===== config.mk =====
export PLATFORM = sky130hd
export DESIGN_NAME = gpbm_match_seq
export DESIGN_NICKNAME = d
export VERILOG_FILES = /design/src/design/gpbm_pkg.sv /design/src/design/gpbm_match_seq.sv
export SDC_FILE = /design/constraint.sdc
export NUM_CORES = 1
export LEC_CHECK = 0
export BUFFER_PORTS_ARGS = -buffer_cell sky130_fd_sc_hd__buf_4
export CELL_PAD_IN_SITES_DETAIL_PLACEMENT = 0
export CELL_PAD_IN_SITES_GLOBAL_PLACEMENT = 1
export CORE_MARGIN = 3
export CORE_UTILIZATION = 43
export CTS_CLUSTER_SIZE = 40
export DETAILED_ROUTE_END_ITERATION = 10
export GPL_ROUTABILITY_DRIVEN = 0
export PLACE_DENSITY_LB_ADDON = 0.1
export SETUP_SLACK_MARGIN = 0.2
export SLEW_MARGIN = 30
export SYNTH_ARGS = -nofsm -noshare
export SYNTH_HDL_FRONTEND = slang
export SYNTH_SLANG_ARGS = --single-unit

===== constraint.sdc =====
create_clock -name clk_i -period 9.6 [get_ports clk_i]
set_clock_uncertainty 0.05 [all_clocks]
set_input_delay 2.88 -clock clk_i [delete_from_list [all_inputs] [get_ports clk_i]]
set_output_delay 2.88 -clock clk_i [all_outputs]
set_load 0.02 [all_outputs]

===== src/design/gpbm_pkg.sv =====
// Shared constants, payload types and helpers of the glob blocklist match unit.
`timescale 1ns / 1ps
package gpbm_pkg;

  localparam int PATTERN_SLOTS = 32;
  localparam int PATTERN_LEN   = 32;
  localparam int NAME_LEN      = 64;

  localparam int SI_W  = $clog2(PATTERN_SLOTS);
  localparam int CNT_W = $clog2(PATTERN_SLOTS + 1);
  localparam int PI_W  = $clog2(PATTERN_LEN);
  localparam int PL_W  = $clog2(PATTERN_LEN + 1);
  localparam int PA_W  = $clog2(PATTERN_SLOTS * PATTERN_LEN);
  localparam int NI_W  = $clog2(NAME_LEN);
  localparam int NL_W  = $clog2(NAME_LEN + 1);

  localparam logic [1:0] OP_PATTERN = 2'd0;
  localparam logic [1:0] OP_CLEAR   = 2'd1;
  localparam logic [1:0] OP_PATH    = 2'd2;

  localparam logic [7:0] CH_STAR   = 8'h2A;
  localparam logic [7:0] CH_QUEST  = 8'h3F;
  localparam logic [7:0] CH_LBRACK = 8'h5B;
  localparam logic [7:0] CH_RBRACK = 8'h5D;
  localparam logic [7:0] CH_BANG   = 8'h21;
  localparam logic [7:0] CH_DASH   = 8'h2D;
  localparam logic [7:0] CH_BSLASH = 8'h5C;
  localparam logic [7:0] CH_SLASH  = 8'h2F;

  typedef struct packed {
    logic [1:0] op;
    logic [7:0] ch;
    logic       last;
  } in_item_t;

  typedef struct packed {
    logic blocked;
    logic name_overflow;
    logic pattern_dropped;
  } out_item_t;

  typedef struct packed {
    logic            en;
    logic [SI_W-1:0] slot;
    logic [PI_W-1:0] idx;
    logic [7:0]      data;
  } pat_wr_t;

  typedef struct packed {
    logic [SI_W-1:0] slot;
    logic [PI_W-1:0] idx;
  } pat_rd_t;

  typedef struct packed {
    logic            en;
    logic [SI_W-1:0] slot;
    logic [PL_W-1:0] len;
  } len_wr_t;

  typedef struct packed {
    logic busy;
    logic done;
    logic hit;
  } seq_status_t;

  // Lowers ASCII A-Z when folding is enabled.
  function automatic logic [7:0] fold(input logic [7:0] c, input logic en);
    logic [7:0] r;
    r = c;
    if (en && c >= 8'h41 && c <= 8'h5A) begin
      r = c + 8'h20;
    end
    return r;
  endfunction

endpackage


===== src/design/gpbm_match_seq.sv =====
// Sequencer that walks the glob match of the basename over the stored patterns in turn until one matches.
`timescale 1ns / 1ps
module gpbm_match_seq import gpbm_pkg::*; (
  input  logic             clk_i,
  input  logic             rst_ni,
  input  logic             start_i,
  input  logic             fold_i,
  input  logic [CNT_W-1:0] count_i,
  input  logic [NL_W-1:0]  nl_i,
  input  logic             out_free_i,
  output pat_rd_t          prd_o,
  input  logic [7:0]       pdat_i,
  output logic [SI_W-1:0]  len_slot_o,
  input  logic [PL_W-1:0]  len_i,
  output logic [NI_W-1:0]  naddr_o,
  input  logic [7:0]       ndat_i,
  output seq_status_t      status_o
);

  typedef enum logic [18:0] {
    S_IDLE   = 19'h00001, S_START  = 19'h00002, S_LOOP  = 19'h00004,
    S_DEC    = 19'h00008, S_ESC    = 19'h00010, S_BANG  = 19'h00020,
    S_RB1    = 19'h00040, S_SCAN   = 19'h00080, S_UNT   = 19'h00100,
    S_ITEM   = 19'h00200, S_I0     = 19'h00400, S_I1    = 19'h00800,
    S_I2     = 19'h01000, S_CLSEND = 19'h02000, S_FAIL  = 19'h04000,
    S_TAIL   = 19'h08000, S_TCHK   = 19'h10000, S_NEXT  = 19'h20000,
    S_DONE   = 19'h40000
  } state_e;

  state_e           state_q, state_d;
  logic [CNT_W-1:0] slot_q, slot_d;
  logic [PL_W-1:0]  p_q, p_d, sp_q, sp_d, pl_q, pl_d, cp_q, cp_d, ce_q, ce_d;
  logic [PL_W:0]    q_q, q_d;
  logic [NL_W-1:0]  n_q, n_d, sn_q, sn_d;
  logic [7:0]       nc_q, nc_d, c0_q, c0_d;
  logic             star_q, star_d, neg_q, neg_d, hit_q, hit_d, match_q, match_d;
  logic [PL_W-1:0]  ridx;
  logic [7:0]       pc, nc;
  logic [PL_W:0]    p1, p2, ncp, nce;
  logic [PL_W:0]    plw, cew;
  logic             done;

  assign pc  = fold(pdat_i, fold_i);
  assign nc  = fold(ndat_i, fold_i);
  assign p1  = (PL_W+1)'(p_q) + 1'b1;
  assign p2  = (PL_W+1)'(p_q) + 2'd2;
  assign plw = (PL_W+1)'(pl_q);
  assign cew = (PL_W+1)'(ce_q);

  assign prd_o.slot = slot_q[SI_W-1:0];
  assign prd_o.idx  = ridx[PI_W-1:0];
  assign len_slot_o = slot_q[SI_W-1:0];
  assign naddr_o    = n_q[NI_W-1:0];

  always_comb begin
    state_d = state_q;
    slot_d  = slot_q;  p_d  = p_q;  sp_d = sp_q;  pl_d = pl_q;
    cp_d    = cp_q;    ce_d = ce_q; q_d  = q_q;   n_d  = n_q;
    sn_d    = sn_q;    nc_d = nc_q; c0_d = c0_q;  star_d = star_q;
    neg_d   = neg_q;   hit_d = hit_q; match_d = match_q;
    ridx    = p_q;
    ncp     = '0;
    nce     = '0;
    done    = 1'b0;
    case (state_q)
      S_IDLE: begin
        if (start_i) begin
          slot_d  = '0;
          state_d = S_START;
        end
      end
      S_START: begin
        pl_d = len_i; p_d = '0; sp_d = '0; n_d = '0; sn_d = '0; star_d = 1'b0;
        state_d = S_LOOP;
      end
      S_LOOP: begin
        ridx = p_q;
        state_d = (n_q >= nl_i) ? S_TAIL : S_DEC;
      end
      S_DEC: begin
        nc_d = nc;
        if (p_q < pl_q && pc == CH_BSLASH && p1 < plw) begin
          ridx    = p1[PL_W-1:0];
          state_d = S_ESC;
        end else if (p_q < pl_q && pc == CH_LBRACK) begin
          cp_d  = p1[PL_W-1:0];
          neg_d = 1'b0;
          hit_d = 1'b0;
          if (p1 < plw) begin
            ridx    = p1[PL_W-1:0];
            state_d = S_BANG;
          end else begin
            state_d = S_UNT;
          end
        end else if (p_q < pl_q && pc == CH_STAR) begin
          p_d = p1[PL_W-1:0]; sp_d = p1[PL_W-1:0]; sn_d = n_q; star_d = 1'b1;
          state_d = S_LOOP;
        end else if (p_q < pl_q && (pc == CH_QUEST || pc == nc)) begin
          p_d = p1[PL_W-1:0]; n_d = n_q + 1'b1;
          state_d = S_LOOP;
        end else begin
          state_d = S_FAIL;
        end
      end
      S_ESC: begin
        if (pc == nc_q) begin
          p_d = p2[PL_W-1:0]; n_d = n_q + 1'b1;
          state_d = S_LOOP;
        end else begin
          state_d = S_FAIL;
        end
      end
      S_BANG: begin
        ncp   = (PL_W+1)'(cp_q) + ((pc == CH_BANG) ? 1'b1 : 1'b0);
        neg_d = (pc == CH_BANG);
        cp_d  = ncp[PL_W-1:0];
        ce_d  = ncp[PL_W-1:0];
        if (ncp < plw) begin
          ridx    = ncp[PL_W-1:0];
          state_d = S_RB1;
        end else begin
          state_d = S_UNT;
        end
      end
      S_RB1, S_SCAN: begin
        if (state_q == S_SCAN && pc == CH_RBRACK) begin
          q_d     = (PL_W+1)'(cp_q);
          state_d = S_ITEM;
        end else begin
          nce  = cew + ((state_q == S_SCAN || pc == CH_RBRACK) ? 1'b1 : 1'b0);
          ce_d = nce[PL_W-1:0];
          if (nce < plw) begin
            ridx    = nce[PL_W-1:0];
            state_d = S_SCAN;
          end else begin
            state_d = S_UNT;
          end
        end
      end
      S_UNT: begin
        if (nc_q == CH_LBRACK) begin
          p_d = p1[PL_W-1:0]; n_d = n_q + 1'b1;
          state_d = S_LOOP;
        end else begin
          state_d = S_FAIL;
        end
      end
      S_ITEM: begin
        ridx = q_q[PL_W-1:0];
        state_d = (q_q >= cew) ? S_CLSEND : S_I0;
      end
      S_I0: begin
        c0_d    = pc;
        ridx    = q_q[PL_W-1:0] + 1'b1;
        state_d = S_I1;
      end
      S_I1: begin
        if (pc == CH_DASH && (q_q + 2'd2) < cew) begin
          ridx    = q_q[PL_W-1:0] + 2'd2;
          state_d = S_I2;
        end else begin
          if (nc_q == c0_q) hit_d = 1'b1;
          q_d     = q_q + 1'b1;
          state_d = S_ITEM;
        end
      end
      S_I2: begin
        if (nc_q >= c0_q && nc_q <= pc) hit_d = 1'b1;
        q_d     = q_q + 2'd3;
        state_d = S_ITEM;
      end
      S_CLSEND: begin
        if (neg_q ^ hit_q) begin
          p_d = ce_q + 1'b1; n_d = n_q + 1'b1;
          state_d = S_LOOP;
        end else begin
          state_d = S_FAIL;
        end
      end
      S_FAIL: begin
        if (!star_q) begin
          state_d = S_NEXT;
        end else begin
          p_d  = sp_q;
          sn_d = sn_q + 1'b1;
          n_d  = sn_q + 1'b1;
          state_d = S_LOOP;
        end
      end
      S_TAIL: begin
        ridx = p_q;
        if (p_q >= pl_q) begin
          match_d = 1'b1;
          state_d = S_DONE;
        end else begin
          state_d = S_TCHK;
        end
      end
      S_TCHK: begin
        if (pc == CH_STAR) begin
          p_d     = p1[PL_W-1:0];
          state_d = S_TAIL;
        end else begin
          state_d = S_NEXT;
        end
      end
      S_NEXT: begin
        if ((slot_q + 1'b1) < count_i) begin
          slot_d  = slot_q + 1'b1;
          state_d = S_START;
        end else begin
          match_d = 1'b0;
          state_d = S_DONE;
        end
      end
      S_DONE: begin
        if (out_free_i) begin
          done    = 1'b1;
          state_d = S_IDLE;
        end
      end
      default: state_d = S_IDLE;
    endcase
  end

  assign status_o.done = done;
  assign status_o.busy = (state_q != S_IDLE);
  assign status_o.hit  = match_q;

  always_ff @(posedge clk_i or negedge rst_ni) begin
    if (!rst_ni) begin
      state_q <= S_IDLE;
    end else begin
      state_q <= state_d;
    end
  end

  always_ff @(posedge clk_i) begin
    slot_q <= slot_d;  p_q  <= p_d;  sp_q <= sp_d;  pl_q <= pl_d;
    cp_q   <= cp_d;    ce_q <= ce_d; q_q  <= q_d;   n_q  <= n_d;
    sn_q   <= sn_d;    nc_q <= nc_d; c0_q <= c0_d;  star_q <= star_d;
    neg_q  <= neg_d;   hit_q <= hit_d; match_q <= match_d;
  end

endmodule


# == After elaboration in Yosys (flattened, before gate mapping) ==
# Index checks and enable logic that the tools add are counted.
# totals
ram_bits,0
latch_bits,0
n_memories,0
reg_bits,96
romBits,0
wordCells,223
inputBits,40
# op_classes
eq_ne,53
n_shift,0
n_reduce_logical,36
div_mod_pow,0
muxes,87
n_mul,0
bitwise,1
addsub,15
order_cmp,15
# op_table
cell,count
one-hot mux 19 bit (18 select lines),1
2-to-1 mux 19 bit,6
2-to-1 mux 6 bit,17
2-to-1 mux 7 bit,13
2-to-1 mux 15 bit,5
one-hot mux 6 bit (2 select lines),4
inequality test 2 bit (second input constant),21
one-hot mux 6 bit (7 select lines),1
one-hot mux 7 bit (3 select lines),2
one-hot mux 7 bit (6 select lines),1
2-to-1 mux 18 bit,2
2-to-1 mux 5 bit,7
equality test 8 x 6 -> 1 bit (second input constant),4
equality test 8 x 7 -> 1 bit (second input constant),4
one-hot mux 5 bit (6 select lines),1
less-than comparator 7 x 6 -> 1 bit,4
2-to-1 mux 9 bit,3
equality test 8 bit,3
adder 7 x 1 -> 7 bit (second input constant),3
equality test 19 x 1 -> 1 bit (second input constant),1
equality test 19 x 10 -> 1 bit (second input constant),1
equality test 19 x 11 -> 1 bit (second input constant),1
equality test 19 x 12 -> 1 bit (second input constant),1
equality test 19 x 13 -> 1 bit (second input constant),1
54 further kinds,100

# == Longest topological paths before layout ==
# depth
ltp_word,12
depth_mapped,18
mapped_depth_nobuf,17

# == Worst setup path after synthesis ==
# Ideal clock, no wire load.
# synth_timing
path_kind,input port to output port
startpoint,in pdat_i[1]
endpoint,out prd_o[2] (netlist bit)
n_path_buf,1
setup_slack_ns,-0.099
path_stages,17
t_arrival_ns,6.769
cell_sequence,buf_4 -> or3_4 -> o21ai_0 -> o32ai_1 -> and3b_2 -> ha_1 -> ha_1 -> xor2_1 -> ha_1 -> a21o_1 -> a31oi_1 -> o21ai_0 -> a211oi_1 -> mux2_2 -> a221o_1 -> mux2i_1 -> o211ai_1
# synth_lines
element,line,rtl
"start, declared",gpbm_match_seq.sv:12,"input logic [7:0] pdat_i,"
"end, declared",gpbm_match_seq.sv:11,"output pat_rd_t prd_o,"

==> results.toml <==
[die]
die_w_um = 140
rows = 48
die_area_um2 = 19500
start_util_pct = 44.1
core_um2 = 17400
io-pin-count = 64
die_h_um = 140

[cells_and_area]
finalNetCount = 980
fin_cells = 1093
drive_above_1_share_pct = 20.5
diodes = 0
area_growth_pct = 16.8

[drt]
top_layer = "met4"
first_pass_iters = 5
dr.first_iter.drc_count = 498
wl_met2_um = 10200
wirelength_um = 22500
via_per_inst = 5.97
wl_met1_um = 10300
wl_met3_um = 1360
drc = 0
drtAntennaViolNets = 0
vias = 6521
wl_per_cell_um = 20.6

[synthesis]
ys_ff_latch = 96
synth_cells = 800
synthTopCellsByCount = "edfxtp_1 (77), ha_1 (76), inv_1 (62), nor2_1 (62), nand2_1 (44)"
syn-num-nets = 917
synth_top_area_share_pct = 30.1
ys_types = 87
synth_edf_count = 77
syn_avg_cell_area_um2 = 9.61
synth_top_area_cell = "edfxtp_1"
seq_area_frac_synth_pct = 36.3
yosysMostFrequentCell = "edfxtp_1"
synth_area_leaders = "edfxtp_1 (30%), ha_1 (12%), dfrtp_1 (5.9%), xnor2_1 (3.5%), inv_1 (3.0%)"
syn_area_um2 = 7690
yosysWarnings = 0
synthFlopType = "edfxtp_1"
synthArstFlopShare_pct = 19.8

[sta]
final-hold-violation-count = 0
setup_viol = 0
final.min_clock_period_ns = 9.43
relSlewSlack_pct = 31.5
fmax_mhz = 106
worstMarginPinSlew_ns = 1.02
slew_viol_final = 0
fin_crit_sh_pct = 98.2
rsz0062_at_grt = "yes"

[cts]
ctsHoldBuffers = 0
cts_tree = "built"
cts-buffers-inserted = 9
cts_root_buffer = "clkbuf_16"
clkTransAtPathRegs_ns = 0.07
cts.sinks = 96
htreeDepth = 3
clk_latency_ns = 0.36
clock_path_buffers = 2

[power]
leakagePower_nw = 3.82
swShare_pct = 33.7
seq_power_share_pct = 40.1
ir_worst_vdd_v = 0.0000858
power_density_nw_per_um2 = 152
p_switching_uw = 459
pwr-share-clk_pct = 29.4
power_mw = 1.36
combPwrFrac_pct = 30.5
cell_internal_pwr_uw = 903

[grt]
antenna_found_initial = 0
grt_overflow = 0
grt_max_degree = 23
grt_pass1_wl_um = 35500
first_global_vias = 6343
grt_util_all_layers_pct = 22.9

[place]
io_buffer_count = 63
dp_hpwl_um = 17200
placed_cells = 1062

[hold_path]
hp-class = "register to register"

[worst_setup_path]
required_ns = 6.67
cp_max_fo = 3
critPathKind = "input pin to output pin"
cp-start-kind = "input pin"
rrSetupSlack_ns = 5.23
cp-end-kind = "output pin"
crit_arrival_ns = 6.50

[outcome]
status = "completed"

[run]
drv_cap = 0
metal layers:
metal | global-route usage (%) | vias to the layer above
li1 | - | 3070
met3 | 3.37 | 36
met2 | 35.6 | 238
met1 | 32.8 | 3177
met4 | 8.06 | 0
met5 | 0 | -
state kept, by name, indices dropped and copies added (netlist names):
register and cells:
c0_q 8, ce_q 6, cp_q 6, hit_q 1, match_q 1, n_q 7, nc_q 8, neg_q 1
p_q 6, pl_q 6, q_q 7, slot_q 6, sn_q 7, sp_q 6, star_q 1, state_q 19
timing repair:
item | 4_1_cts | 5_1_grt
pin swaps | 6 | 22
resized for setup | 18 | 18
buffers inserted | 11 | 4
setup endpoints to repair | 5 | 5
metrics by stage:
stage	util (%)	hold WS [ns]	cell area, um^2	TNS, ns	setup WS, ns
floorplan	-	0.422	7710	0	0.220
global placement	47.8	0.462	8330	0	0.0539
detailed placement	47.9	0.464	8350	-0.0935	-0.0892
CTS	50.7	0.487	8830	0	0.158
global route	51.6	0.510	8980	0	0.00175
finish	51.6	0.489	8980	0	0.171
layout make-up:
type                            count  area, um^2
Tap cell                          225         282
Fill cell                        1626        8440
Sequential cell                    96        2790
Clock buffer                       10         229
Clock inverter                      6        90.1
Inverter                           63         236
Multi-Input combinational cell    594        4590
Timing Repair Buffer               99         762
logic make-up after synthesis:
logic type,Yosys count,synth area share (%)
and+or+nand+nor,290,22.4
AOI/OAI and AO/OA,174,15.7
buffers and inverters,110,6.79
DFF,96,36.3
adders and majority gates,77,12.6
xor gates and xnor gates,49,5.58
muxes,4,0.570
power by group through the flow:
stage          Sequential [mW]  Clock, mW  Combinational, mW
6_report                 0.546      0.400              0.416
3_5_place_dp             0.554          0              0.399
5_1_grt                  0.551      0.428              0.456
2_1_floorplan            0.535          0              0.297
3_3_place_gp             0.553          0              0.388
4_1_cts                  0.546      0.407              0.409
worst paths after layout:
| path | start | end | cells after the start |
|---|---|---|---|
| worst max-delay path | pdat_i[3] | prd_o[2] | 18 |
| worst min-delay path | star_q$_DFFE_PP_ | state_q[17]$_DFFE_PN0P_ | 1 |
| worst max register to register | p_q[0]$_DFFE_PP_ | p_q[2]$_DFFE_PP_ | 12 |
| worst min register to register | star_q$_DFFE_PP_ | state_q[17]$_DFFE_PN0P_ | 1 |
| max in group asynchronous | rst_ni | state_q[0]$_DFFE_PN1P_ | 1 |
| min in group asynchronous | rst_ni | state_q[3]$_DFFE_PN0P_ | 1 |
worst max-delay path: stages:
cell,delay (ns)
buf_8,0.09
or3_4,0.38
o21ai_2,0.17
o32ai_2,0.11
and3b_2,0.28
ha_4,0.18
ha_4,0.17
xor2_2,0.15
ha_1,0.29
a21o_1,0.18
a31oi_1,0.14
o21ai_1,0.09
a211oi_2,0.30
mux2_4,0.33
a221o_1,0.29
mux2i_1,0.16
o211ai_1,0.11
buf_4,0.18
cells in the final DEF (no fill, tap or decap), drive strengths merged, types with 15 or more instances in the layout:
cell type  count
buf           99
edfxtp        77
ha            76
inv           64
nor2          63
nand3         45
nand2         44
o21ai         36
a21oi         31
xnor2         31
a21o          23
dfrtp         18
xor2          18
nand2b        16
nor4          15
No activity file was read; power rests on OpenSTA's default activity.
