$ cat config.mk
export PLATFORM = sky130hd
export DESIGN_NAME = gpbm_name_buf
export DESIGN_NICKNAME = d
export VERILOG_FILES = /design/src/design/gpbm_pkg.sv /design/src/design/gpbm_name_buf.sv
export SDC_FILE = /design/constraint.sdc
export NUM_CORES = 1
export LEC_CHECK = 0
export BUFFER_PORTS_ARGS = -buffer_cell sky130_fd_sc_hd__buf_2
export CAP_MARGIN = 20
export CORE_ASPECT_RATIO = 0.6
export CORE_MARGIN = 2
export CORE_UTILIZATION = 58
export CTS_CLUSTER_DIAMETER = 100
export DETAILED_ROUTE_END_ITERATION = 8
export GPL_ROUTABILITY_DRIVEN = 0
export GPL_TIMING_DRIVEN = 0
export PLACE_DENSITY = 0.74
export SETUP_SLACK_MARGIN = 0.4
export SLEW_MARGIN = 10
export SYNTH_ARGS = -nofsm -noshare
export SYNTH_HDL_FRONTEND = slang
export SYNTH_SLANG_ARGS = --single-unit
$ cat constraint.sdc
create_clock -name clk_i -period 3.1 [get_ports clk_i]
set_clock_uncertainty 0.05 [all_clocks]
set_input_delay 0.31 -clock clk_i [delete_from_list [all_inputs] [get_ports clk_i]]
set_output_delay 0.31 -clock clk_i [all_outputs]
set_load 0.03 [all_outputs]
$ cat src/design/gpbm_pkg.sv
// Shared constants, payload types and helpers of the glob blocklist match unit.
`timescale 1ns / 1ps
package gpbm_pkg;

  localparam int PATTERN_SLOTS = 32;
  localparam int PATTERN_LEN   = 32;
  localparam int NAME_LEN      = 64;

  localparam int SI_W  = $clog2(PATTERN_SLOTS);
  localparam int CNT_W = $clog2(PATTERN_SLOTS + 1);
  localparam int PI_W  = $clog2(PATTERN_LEN);
  localparam int PL_W  = $clog2(PATTERN_LEN + 1);
  localparam int PA_W  = $clog2(PATTERN_SLOTS * PATTERN_LEN);
  localparam int NI_W  = $clog2(NAME_LEN);
  localparam int NL_W  = $clog2(NAME_LEN + 1);

  localparam logic [1:0] OP_PATTERN = 2'd0;
  localparam logic [1:0] OP_CLEAR   = 2'd1;
  localparam logic [1:0] OP_PATH    = 2'd2;

  localparam logic [7:0] CH_STAR   = 8'h2A;
  localparam logic [7:0] CH_QUEST  = 8'h3F;
  localparam logic [7:0] CH_LBRACK = 8'h5B;
  localparam logic [7:0] CH_RBRACK = 8'h5D;
  localparam logic [7:0] CH_BANG   = 8'h21;
  localparam logic [7:0] CH_DASH   = 8'h2D;
  localparam logic [7:0] CH_BSLASH = 8'h5C;
  localparam logic [7:0] CH_SLASH  = 8'h2F;

  typedef struct packed {
    logic [1:0] op;
    logic [7:0] ch;
    logic       last;
  } in_item_t;

  typedef struct packed {
    logic blocked;
    logic name_overflow;
    logic pattern_dropped;
  } out_item_t;

  typedef struct packed {
    logic            en;
    logic [SI_W-1:0] slot;
    logic [PI_W-1:0] idx;
    logic [7:0]      data;
  } pat_wr_t;

  typedef struct packed {
    logic [SI_W-1:0] slot;
    logic [PI_W-1:0] idx;
  } pat_rd_t;

  typedef struct packed {
    logic            en;
    logic [SI_W-1:0] slot;
    logic [PL_W-1:0] len;
  } len_wr_t;

  typedef struct packed {
    logic busy;
    logic done;
    logic hit;
  } seq_status_t;

  // Lowers ASCII A-Z when folding is enabled.
  function automatic logic [7:0] fold(input logic [7:0] c, input logic en);
    logic [7:0] r;
    r = c;
    if (en && c >= 8'h41 && c <= 8'h5A) begin
      r = c + 8'h20;
    end
    return r;
  endfunction

endpackage

$ cat src/design/gpbm_name_buf.sv
// Basename character buffer with a registered read port.
`timescale 1ns / 1ps
module gpbm_name_buf import gpbm_pkg::*; (
  input  logic            clk_i,
  input  logic            we_i,
  input  logic [NI_W-1:0] waddr_i,
  input  logic [7:0]      wdata_i,
  input  logic [NI_W-1:0] raddr_i,
  output logic [7:0]      rdata_o
);

  logic [7:0] mem_q [NAME_LEN];
  logic [7:0] rdata_q;

  always_ff @(posedge clk_i) begin
    if (we_i) begin
      mem_q[waddr_i] <= wdata_i;
    end
    rdata_q <= mem_q[raddr_i];
  end

  assign rdata_o = rdata_q;

endmodule

Yosys cells after proc, flatten, opt, wreduce, memory -nomap -nowiden
Memory sizes are Yosys's and may differ from the RTL's. A register that Yosys moved wholly into a read port is not among the register bits.
Index checks and enable logic that the tools add are counted.
{"block": "classes", "n_mux": 2}
{"cell": "two-way mux 1 bit", "count": 2}
{"block": "totals", "ramBits": 512, "inputBits": 22, "reg_bits": 0, "mem_count": 1}
{"memory": "mem_q", "depth": 64, "width": 8, "read_ports": 1, "rd_clocked_by_memory_dff": 1, "wr": 1, "line": "gpbm_name_buf.sv:12", "text": "logic [7:0] mem_q [NAME_LEN];"}

Logic depth before layout (Yosys ltp)
Gate-level depths: netlist of the first run.
{"block": "logic_depth", "word_depth": 2, "ltp_mapped": 9}

Least setup slack after synthesis of the first run
Ideal clock, no wire load.
{"block": "synth_path", "path_type": "input port to flip-flop", "start": "input raddr_i[1]", "end": "register rdata_q[3], in the netlist rdata_o[3], read port of mem_q", "arrival_time_ns": 1.850, "setup_ns": 0.128, "cell_stages": 7, "slack_ns": 1.072, "required_time_ns": 2.922, "cell_sequence": "buf_4 buf_2 buf_2 mux4_2 mux4_2 o21ai_1 o41ai_1"}
{"element": "from (decl)", "line": "gpbm_name_buf.sv:8", "text": "input logic [NI_W-1:0] raddr_i,"}
{"element": "to (decl)", "line": "gpbm_name_buf.sv:13", "text": "logic [7:0] rdata_q;"}

==> reports/metrics.csv, run 1 <==
stage,metric,value,unit
outcome,outcome,"finished, final reports clean",
clock_tree,clk_latency,0.57,ns
clock_tree,cts_tree,built,
worst_setup_path,cp_max_fo,10,
clock_tree,clock-sinks,520,
clock_tree,htreeDepth,2,
placed_design,detailedPlacementHpwl,30.0,mm
sta,finalSetupViolCount,0,
floorplan,initial_utilization,59.4,%
sta,fin_crit,2.58,ns
worst_setup_path,cp.arrival,2.93,ns
power,power_frac_comb,5.8,%
synthesis,netlist-cell-type-count,40,
global_route,overflow,0,
finish,most-common-layout-cells,"512 x edfxtp_1, 126 x mux4_2, 83 x nor2_1, 45 x clkbuf_16, 32 x buf_2",
worst_hold_path,min_path_type,in -> reg,
synthesis,yosysWarnings,0,
placed_design,dpl.cell_count,1423,
global_route,largest_net_degree_at_the_start_of_global_routing,65,
detailed_routing,dr.pass1.iters,5,
detailed_routing,route.detailed.drc,0,
power,power_switching,3.02,mW
clock_tree,post_cts.repair.setup_buffers,0,
detailed_routing,drtIter0Drc,1785,
synthesis,ys.flop_type,edfxtp_1,
placed_design,port-buffer-count,21,
clock_tree,post_cts_resized,0,
power,power.share.sequential,54.7,%
global_route,grt_pass1_wl,66.9,mm
worst_setup_path,worst-endpoint-required,3.45,ns
detailed_routing,wirelength,47.1,mm
power,leakage,7.01,nW
power,power_density,634,nW/um^2
floorplan,io-pin-count,30,
global_route,antenna_found_initial,0,
job,maxCapViolCount,0,
synthesis,synthesis.area_per_instance,21.5,um^2
global_route,grt_pass1_vias,9590,
worst_setup_path,rr_endpoint,rdata_o[3],
floorplan,full_die_area,36300,um^2
synthesis,synth_enable_flop_cells,512,
worst_setup_path,criticalPathCategory,in -> reg,
sta,setup_repair_after_global_routing_missed_its_margin,false,
sta,report.final.hold_viol_count,0,
synthesis,postSynthCellCount,940,
sta,tns,0,ns
clock_tree,ctsLongestPathBuffers,3,
power,ir_drop,0.420,mV
power,clkPwrFrac,39.6,%
finish,final_core_util,66.1,%
finish,final_cell_count_no_fill,1510,
placed_design,place_ws,0.00335,ns
global_route,grtUsageTotal,26.6,%
detailed_routing,wire_per_inst,31.2,um
power,intPower,11.2,mW
worst_hold_path,worst_hold_path.num_cells,1,
finish,final_common_cell,edfxtp_1,
floorplan,core_area,34000,um^2
sta,timing.fmax,388,MHz
finish,antenna_cells_inserted,0,
detailed_routing,route.met2.wl,19.7,mm
floorplan,fp.dieW,245,um
worst_hold_path,min_delay_endpoint,mem_q[22][3],
finish,layout-drive-gt1-share,25.2,%
synthesis,synth.cell_area,20200,um^2
synthesis,postSynthNetCount,962,
worst_setup_path,crit_path_start_kind,primary input,
sta,setup_ws,0.524,ns
sta,finalCritPeriodShare,83.1,%
clock_tree,cts.reportedPaths.clkPinSlew,0.07,ns
detailed_routing,vias,10210,
worst_hold_path,hp-start,wdata_i[3],
floorplan,std_cell_rows,52,
finish,layout.nets,1039,
floorplan,die_h,148,um
synthesis,synth_seq_cells,520,
detailed_routing,route.top_layer_used,met4,
detailed_routing,routed_via_density,6.76,
detailed_routing,dr_wl_met3,5.88,mm
clock_tree,numCtsBuffers,45,
detailed_routing,routed_metal_1_wire_length,20.1,mm
worst_setup_path,timing.rr.start,mem_q[0][3],
worst_setup_path,reg2reg_setup_slack,0.58,ns
detailed_routing,antenna_violating_nets_post_route,0,
finish,synth_to_final_area_change,11.4,%
synthesis,synth.yosys.seq_area_share,77.0,%
sta,number_of_pins_with_negative_max_slew_slack_in_the_final_report,0,
sta,worst_rel_slew_slack,24.4,%
clock_tree,cts-hold-fix-buffers,0,
synthesis,synth_async_sr_flop_share,0,%
power,power.switching_fraction,21.2,%
worst_setup_path,timing.critical_path.to_type,flop,
clock_tree,root_buffer_master,clkbuf_16,
sta,worstMarginPinSlew,1.11,ns
worst_setup_path,worst-r2r-cell-count,4,
==> area by class of cell <==
cell class / instances / area [um^2]
Buffer: 51 / 317
Clock buffer: 51 / 1150
Clock inverter: 30 / 298
Fill cell: 2199 / 11500
Multi-Input combinational cell: 369 / 4320
Sequential cell: 520 / 15500
Tap cell: 459 / 574
Timing Repair Buffer: 30 / 275
==> per-layer routing <==
metal  track usage, %  vias up
li1                 -     4078
met1             44.0     5317
met2             36.1      714
met3             5.52      101
met4             7.35        0
met5                0        -
==> power by group through the flow <==
stage / registers, mW / logic (mW) / clock network, mW
after floorplan: 7.97 / 0.415 / 0
after global placement: 7.95 / 0.767 / 0
after detailed placement: 7.95 / 0.786 / 0
after CTS: 7.80 / 0.789 / 5.68
after global routing: 7.79 / 0.855 / 5.94
final: 7.79 / 0.820 / 5.64
==> cell families after synthesis <==
group | share of synthesized area, %
buf+inv | 1.57
compound gates | 2.07
simple gates | 3.39
mux | 15.9
flops | 77.0
==> Yosys cell counts (all sizes together) (4+ instances only) <==
cell      n  area (um^2)
nor2     83          312
a211oi    4         30.0
nor2b    14         87.6
buf      34          253
nand3    13         65.1
a221oi    6         52.6
clkbuf   17         63.8
dfxtp     8          160
nor3      7         35.0
nand2    19         71.3
edfxtp  512        15400
mux4    126         2840
mux2i    23          230
nand2b    7         43.8
o22ai     8         50.1
mux2     13          146
o21ai     4         20.0
o221ai    8         70.1
==> worst max path at each step <==
stage / slack (ns) / to / cells past startpoint / from
2_1_floorplan: 1.07 / rdata_o[3] / 7 / raddr_i[1]
4_1_cts: 0.59 / rdata_o[6] / 8 / raddr_i[1]
3_5_place_dp: 0.003 / rdata_o[6] / 8 / raddr_i[1]
6_report: 0.52 / rdata_o[6] / 8 / raddr_i[1]
5_1_grt: 0.48 / rdata_o[6] / 8 / raddr_i[1]
3_3_place_gp: 0.04 / rdata_o[6] / 8 / raddr_i[1]
==> flip-flops by register name, indices dropped and copies added (netlist names) <==
| register | cells |
|---|---|
| mem_q | 512 |
| rdata_o | 8 |
==> worst max-delay path: stages <==
cell     delay (ns)
buf_4          0.16
buf_2          0.41
buf_1          0.77
mux4_2         0.43
mux2i_1        0.41
nand3_1        0.15
nand3_1        0.14
o32ai_1        0.13
==> through the flow <==
step,cell area (um^2),power (mW),hold slack (ns)
floorplan,20200,8.38,0.359
global placement,20800,8.71,0.696
detailed placement,20900,8.73,0.695
CTS,22300,14.3,0.138
global route,22500,14.6,0.132
finish,22500,14.3,0.130
No activity file was read; power rests on OpenSTA's default activity.
==> run 2: changes to the inputs <==
--- a/config.mk
+++ b/config.mk
@@ -9,12 +9,12 @@
 export CAP_MARGIN = 20
 export CORE_ASPECT_RATIO = 0.6
 export CORE_MARGIN = 2
-export CORE_UTILIZATION = 58
+export CORE_UTILIZATION = 56
 export CTS_CLUSTER_DIAMETER = 100
 export DETAILED_ROUTE_END_ITERATION = 8
 export GPL_ROUTABILITY_DRIVEN = 0
 export GPL_TIMING_DRIVEN = 0
-export PLACE_DENSITY = 0.74
+export PLACE_DENSITY = 0.75
 export SETUP_SLACK_MARGIN = 0.4
 export SLEW_MARGIN = 10
 export SYNTH_ARGS = -nofsm -noshare
==> constraint.sdc (replaced) <==
create_clock -name clk_i -period 2.1 [get_ports clk_i]
set_clock_uncertainty 0.05 [all_clocks]
set_input_delay 0.21 -clock clk_i [delete_from_list [all_inputs] [get_ports clk_i]]
set_output_delay 0.21 -clock clk_i [all_outputs]
set_load 0.03 [all_outputs]
==> reports/metrics.csv, run 2 (same netlist as run 1, synthesis figures left out) <==
stage,metric,value,unit,change
detailed_routing,wire_per_inst,32.8,um,+5.1%
floorplan,core_area,35200,um^2,+3.7%
worst_setup_path,timing.critical_path.cells,"buf_4, buf_6, buf_4, buf_4, nand3b_1, o22ai_1, o41ai_1",,
power,power_density,899,nW/um^2,+42%
sta,timing.fmax,488,MHz,
clock_tree,cts_tree,built,,
placed_design,detailedPlacementHpwl,32.1,mm,+7.1%
worst_setup_path,timing.critical_path.to_type,flop,,
worst_setup_path,timing.critical_path.slowest_cell_delay,0.69,ns,-0.08 ns
sta,fin_crit,2.05,ns,
worst_setup_path,critical_path.startpoint,raddr_i[1],,
sta,report.final.hold_viol_count,0,,unchanged
global_route,largest_net_degree_at_the_start_of_global_routing,65,,unchanged
sta,setup_repair_after_global_routing_missed_its_margin,true,,
floorplan,full_die_area,37600,um^2,+3.5%
worst_setup_path,cp_max_fo,10,,unchanged
worst_setup_path,path_depth,7,,-1
clock_tree,htreeDepth,2,,unchanged
global_route,grt_pass1_wl,70.8,mm,+5.8%
detailed_routing,routed_via_density,6.83,,+0.95%
sta,worstMarginPinSlew,0.930,ns,-0.176 ns
worst_setup_path,worst_path_max_delay_cell,o41ai_1,,
clock_tree,ctsLongestPathBuffers,3,,unchanged
job,maxCapViolCount,0,,unchanged
sta,tns,0,ns,unchanged
sta,number_of_pins_with_negative_max_slew_slack_in_the_final_report,0,,unchanged
worst_setup_path,timing.rr.start,mem_q[3][1],,
worst_setup_path,criticalPathCategory,in -> reg,,
floorplan,die_h,151,um,+1.7%
detailed_routing,antenna_violating_nets_post_route,0,,unchanged
worst_hold_path,min_path_type,in -> reg,,
finish,layout-drive-gt1-share,33.9,%,+8.7 points
finish,regMostFlops,mem_q,,
power,p_total,20.7,mW,+45%
power,leakage,7.07,nW,+0.92%
finish,antenna_cells_inserted,0,,unchanged
finish,final_common_cell,edfxtp_1,,
finish,most-common-layout-cells,"512 x edfxtp_1, 126 x mux4_2, 47 x clkbuf_16, 32 x nor2_4, 27 x nor2_2",,
sta,worst_rel_slew_slack,37.7,%,+13 points
floorplan,io-pin-count,30,,unchanged
detailed_routing,route.detailed.drc,0,,unchanged
clock_tree,root_buffer_master,clkbuf_16,,
outcome,outcome,"finished, final reports clean",,
floorplan,initial_utilization,57.3,%,-2.1 points
finish,number_of_flip_flops_in_the_largest_register,512,,unchanged
global_route,grtUsageTotal,27.1,%,+0.58 points
worst_setup_path,rr_endpoint,rdata_o[1],,
worst_setup_path,critPathBufInv,4,,+1
placed_design,place_ws,-0.773,ns,-0.776 ns
worst_setup_path,cp.arrival,2.38,ns,-0.55 ns
clock_tree,clock-sinks,520,,unchanged
global_route,grt_pass1_vias,9805,,+2.2%
clock_tree,numCtsBuffers,45,,unchanged
worst_setup_path,crit_path_start_kind,primary input,,
clock_tree,cts.reportedPaths.clkPinSlew,0.06,ns,about the same
detailed_routing,wirelength,50.0,mm,+6.0%
finish,final_cell_count_no_fill,1524,,+0.93%
worst_setup_path,worst-endpoint-required,2.43,ns,-1.02 ns
floorplan,std_cell_rows,53,,+1.9%
worst_setup_path,cp_common_cell,buf_4,,
floorplan,fp.dieW,249,um,+1.7%
sta,finalCritPeriodShare,97.6,%,
detailed_routing,drtIter0Drc,1717,,-3.8%
worst_setup_path,reg2reg_setup_slack,0.07,ns,-0.51 ns
sta,setup_ws,0.0505,ns,-0.473 ns
placed_design,dpl.cell_count,1431,,+0.56%
placed_design,port-buffer-count,21,,unchanged
detailed_routing,vias,10403,,+1.9%
power,ir_drop,0.644,mV,+53%
clock_tree,clk_latency,0.57,ns,about the same
finish,synth_to_final_area_change,14.1,%,
global_route,overflow,0,,unchanged
finish,num-fill-cells,2204,,+0.23%
worst_setup_path,critPathCapture,rdata_o[3],,
global_route,antenna_found_initial,3,,+3
worst_setup_path,path_delay_family,buffers and inverters,,
sta,finalSetupViolCount,0,,unchanged
detailed_routing,dr.pass1.iters,6,,+1
worst_setup_path,worst-r2r-cell-count,5,,+1
finish,layout.nets,1045,,+0.58%
## run 2: layer usage
| layer | track usage [%] | wire (um) | part of all wire [%] | up-vias |
|---|---|---|---|---|
| met5 | 0 | 0 | 0 | - |
| met4 | 6.30 | 1190 | 2.4 | 0 |
| met3 | 7.92 | 7580 | 15 | 93 |
| met2 | 36.5 | 20500 | 41 | 829 |
| met1 | 43.9 | 20600 | 41 | 5385 |
| li1 | - | - | - | 4096 |
## run 2: cell type report
class	count	area, um^2	share of cell area, %
multi-input cells	369	4810	20.9
flip-flops and latches	520	15500	67.5
clock inverters	22	133	0.576
repair buffers	36	325	1.41
well taps	467	584	2.54
clock buffers	59	1220	5.31
plain buffers	51	393	1.71
## run 2: worst min-delay path by stage
stage / startpoint / to / slack (ns) / depth (start not counted)
2_1_floorplan: wdata_i[0] / mem_q[0][0] / 0.26 / 0
3_3_place_gp: raddr_i[5] / rdata_o[3] / 0.55 / 2
3_5_place_dp: raddr_i[5] / rdata_o[3] / 0.56 / 2
4_1_cts: wdata_i[6] / mem_q[53][6] / 0.08 / 1
5_1_grt: wdata_i[4] / mem_q[53][4] / 0.01 / 1
6_report: wdata_i[4] / mem_q[35][4] / 0.01 / 1
## run 2: per-stage QoR
| step | hold WS, ns | utilization (%) | cell area [um^2] |
|---|---|---|---|
| 2_1_floorplan | 0.259 | - | 20300 |
| 3_3_place_gp | 0.549 | 59.5 | 21000 |
| 6_report | 0.0116 | 65.3 | 23000 |
| 5_1_grt | 0.0131 | 65.3 | 23000 |
| 4_1_cts | 0.0770 | 64.2 | 22600 |
| 3_5_place_dp | 0.557 | 59.7 | 21000 |
## run 2: what timing repair did
| action | in CTS | in global routing |
|---|---|---|
| gates cloned | 0 | 0 |
| buffers inserted | 2 | 4 |
| hold endpoints to repair | 2 | 12 |
| pin swaps | 3 | 4 |
| hold buffers | 1 | 1 |
| gates resized for setup | 64 | 69 |
| endpoints found under the setup margin | 331 | 350 |
## run 2: report_power, final
part	leakage, nW	switching [mW]	total [mW]	internal [mW]
clock	0.663	3.61	7.83	4.22
sequential	4.67	0.0214	11.5	11.5
combinational	1.74	0.869	1.35	0.481
==> run 3: changes to the inputs <==
--- a/config.mk
+++ b/config.mk
@@ -5,17 +5,17 @@
 export SDC_FILE = /design/constraint.sdc
 export NUM_CORES = 1
 export LEC_CHECK = 0
-export BUFFER_PORTS_ARGS = -buffer_cell sky130_fd_sc_hd__buf_2
 export CAP_MARGIN = 20
 export CORE_ASPECT_RATIO = 0.6
 export CORE_MARGIN = 2
-export CORE_UTILIZATION = 56
+export CORE_UTILIZATION = 57
 export CTS_CLUSTER_DIAMETER = 100
 export DETAILED_ROUTE_END_ITERATION = 8
+export DONT_BUFFER_PORTS = 1
 export GPL_ROUTABILITY_DRIVEN = 0
 export GPL_TIMING_DRIVEN = 0
 export PLACE_DENSITY = 0.75
-export SETUP_SLACK_MARGIN = 0.4
+export SETUP_SLACK_MARGIN = 0.15
 export SLEW_MARGIN = 10
 export SYNTH_ARGS = -nofsm -noshare
 export SYNTH_HDL_FRONTEND = slang
==> reports/metrics.csv, run 3 (same netlist as run 1, synthesis figures left out) <==
stage,metric,value,unit,change
clock_tree,htreeDepth,2,,unchanged
clock_tree,clk_latency,0.56,ns,about the same
worst_hold_path,min_path_type,in -> reg,,
global_route,antenna_found_initial,1,,-2
worst_setup_path,critPathBufInv,1,,-3
sta,report.final.hold_viol_count,1,,+1
outcome,failed_checks,hold timing,,
worst_setup_path,crit_path_start_kind,primary input,,
sta,number_of_pins_with_negative_max_slew_slack_in_the_final_report,0,,unchanged
sta,worst_rel_slew_slack,28.9,%,-8.7 points
finish,most-common-layout-cells,"512 x edfxtp_1, 126 x mux4_2, 73 x nor2_1, 45 x clkbuf_16, 27 x clkbuf_1",,
detailed_routing,wire_per_inst,31.7,um,-3.3%
floorplan,fp.dieW,247,um,-0.87%
floorplan,core_area,34900,um^2,-0.75%
worst_setup_path,path_delay_family,simple AND/OR/NAND/NOR gates,,
finish,synth_to_final_area_change,12.3,%,
worst_setup_path,timing.critical_path.slowest_cell_delay,1.00,ns,+0.31 ns
floorplan,full_die_area,37000,um^2,-1.7%
global_route,overflow,0,,unchanged
detailed_routing,vias,10137,,-2.6%
sta,timing.fmax,480,MHz,-1.6%
finish,layout.nets,1028,,-1.6%
finish,area_of_combinational_cells_with_multiple_inputs,4550,um^2,-5.5%
detailed_routing,drtIter0Drc,1765,,+2.8%
worst_setup_path,worst_path_max_delay_cell,nor2_1,,
power,p_total,20.5,mW,-1.1%
finish,regMostFlops,mem_q,,
sta,finalHoldWorstSlack,-0.00194,ns,-0.0136 ns
worst_setup_path,criticalPathCategory,in -> reg,,
worst_setup_path,cp_max_fo,10,,unchanged
worst_setup_path,worst-endpoint-required,2.22,ns,-0.21 ns
floorplan,io-pin-count,30,,unchanged
placed_design,place_ws,-0.874,ns,-0.101 ns
global_route,grt_pass1_vias,9674,,-1.3%
floorplan,die_h,150,um,-0.86%
power,ir_drop,0.777,mV,+21%
detailed_routing,antenna_violating_nets_post_route,0,,unchanged
sta,worstMarginPinSlew,1.06,ns,+0.132 ns
detailed_routing,wirelength,47.7,mm,-4.5%
global_route,largest_net_degree_at_the_start_of_global_routing,65,,unchanged
clock_tree,post_cts.repair.setup_buffers,0,,-2
global_route,grt_pass1_wl,67.8,mm,-4.3%
sta,finalSetupViolCount,0,,unchanged
sta,finalCritPeriodShare,99.2,%,+1.6 points
global_route,grtUsageTotal,26.4,%,-0.70 points
power,leakage,6.97,nW,-1.5%
worst_hold_path,hp-start,wdata_i[3],,
sta,setup_repair_after_global_routing_missed_its_margin,true,,
detailed_routing,dr.pass1.iters,6,,unchanged
floorplan,initial_utilization,57.7,%,+0.43 points
clock_tree,cts_tree,built,,
sta,fin_crit,2.08,ns,+0.0329 ns
job,maxCapViolCount,0,,unchanged
clock_tree,clock-sinks,520,,unchanged
finish,final_common_cell,edfxtp_1,,
placed_design,detailedPlacementHpwl,30.0,mm,-6.6%
clock_tree,ctsLongestPathBuffers,3,,unchanged
outcome,outcome,"complete, but fails checks",,
floorplan,std_cell_rows,53,,unchanged
finish,num-fill-cells,2221,,+0.77%
worst_setup_path,critical_path.startpoint,waddr_i[1],,
detailed_routing,routed_via_density,6.74,,-1.3%
detailed_routing,route.detailed.drc,0,,unchanged
clock_tree,numCtsBuffers,45,,unchanged
worst_setup_path,timing.critical_path.to_type,flop,,
finish,final-seq-area,15500,um^2,unchanged
placed_design,port-buffer-count,0,,-100%
clock_tree,cts.reportedPaths.clkPinSlew,0.07,ns,about the same
power,power_density,904,nW/um^2,+0.49%
clock_tree,root_buffer_master,clkbuf_16,,
worst_setup_path,timing.critical_path.cells,"clkbuf_1, nor2b_1, nand3_1, nor2_1",,
finish,layout-drive-gt1-share,26.2,%,-7.7 points
worst_setup_path,timing.rr.start,mem_q[7][0],,
finish,number_of_flip_flops_in_the_largest_register,512,,unchanged
sta,setup_ws,0.0176,ns,-0.0329 ns
worst_setup_path,cp.arrival,2.20,ns,-0.18 ns
==> run 3: cell count changes in the layout (fill, tap and decap cells not counted), sizes merged <==
| cell | change |
|---|---|
| clkinvlp | -1 |
| bufinv | +1 |
| clkinv | -6 |
| dlygate4sd3 | +7 |
| inv | -1 |
| buf | -25 |
| diode | +2 |
| clkbuf | +3 |
==> run 3: repair_timing <==
item | in CTS | in global routing
gates resized for setup | 30 | 41
hold buffers | 16 | 1
pin swaps | 2 | 5
hold endpoints to repair | 515 | 3
setup endpoints to repair | 8 | 99
==> run 3: cell type report <==
type,count,share of cell area [%]
repair buffers,19,1.41
well taps,467,2.58
clock inverters,15,0.481
multi-input cells,369,20.1
diodes,2,0.0221
clock buffers,61,5.24
flip-flops and latches,520,68.6
plain buffers,51,1.58
==> run 3: metrics by stage <==
step	std cells	util (%)	area, um^2	setup TNS (ns)	hold slack, ns
CTS	1500	64.2	22500	0	0.000453
finish	1504	64.8	22600	0	-0.00194
global placement	1407	59.4	20800	-71.61	0.263
detailed placement	1408	59.4	20800	-98.12	0.263
floorplan	940	-	20200	0	0.259
global route	1504	64.8	22600	0	0.00259
==> run 3: path summary, 6_finish.rpt <==
check	end	slack, ns	depth (start not counted)
worst max-delay path	mem_q[3][0]	0.02	4
worst min-delay path	mem_q[8][3]	-0.002	1
worst max register to register	rdata_o[0]	0.06	5
worst min register to register	rdata_o[4]	0.86	3
==> run 3: power breakdown <==
group | internal [mW] | total (mW) | switching (mW)
registers | 11.5 | 11.5 | 0.0651
logic | 0.472 | 1.23 | 0.763
clock network | 4.17 | 7.68 | 3.51
total | 16.1 | 20.5 | 4.34
==> run 3: layer usage <==
layer,vias to the layer above,part of all wire [%],track usage (%),wire length [um]
li1,4053,-,-,-
met1,5222,42,42.8,20000
met2,770,42,35.8,20200
met3,92,13,6.98,6380
met4,0,2.3,7.11,1120
met5,-,0,0,0
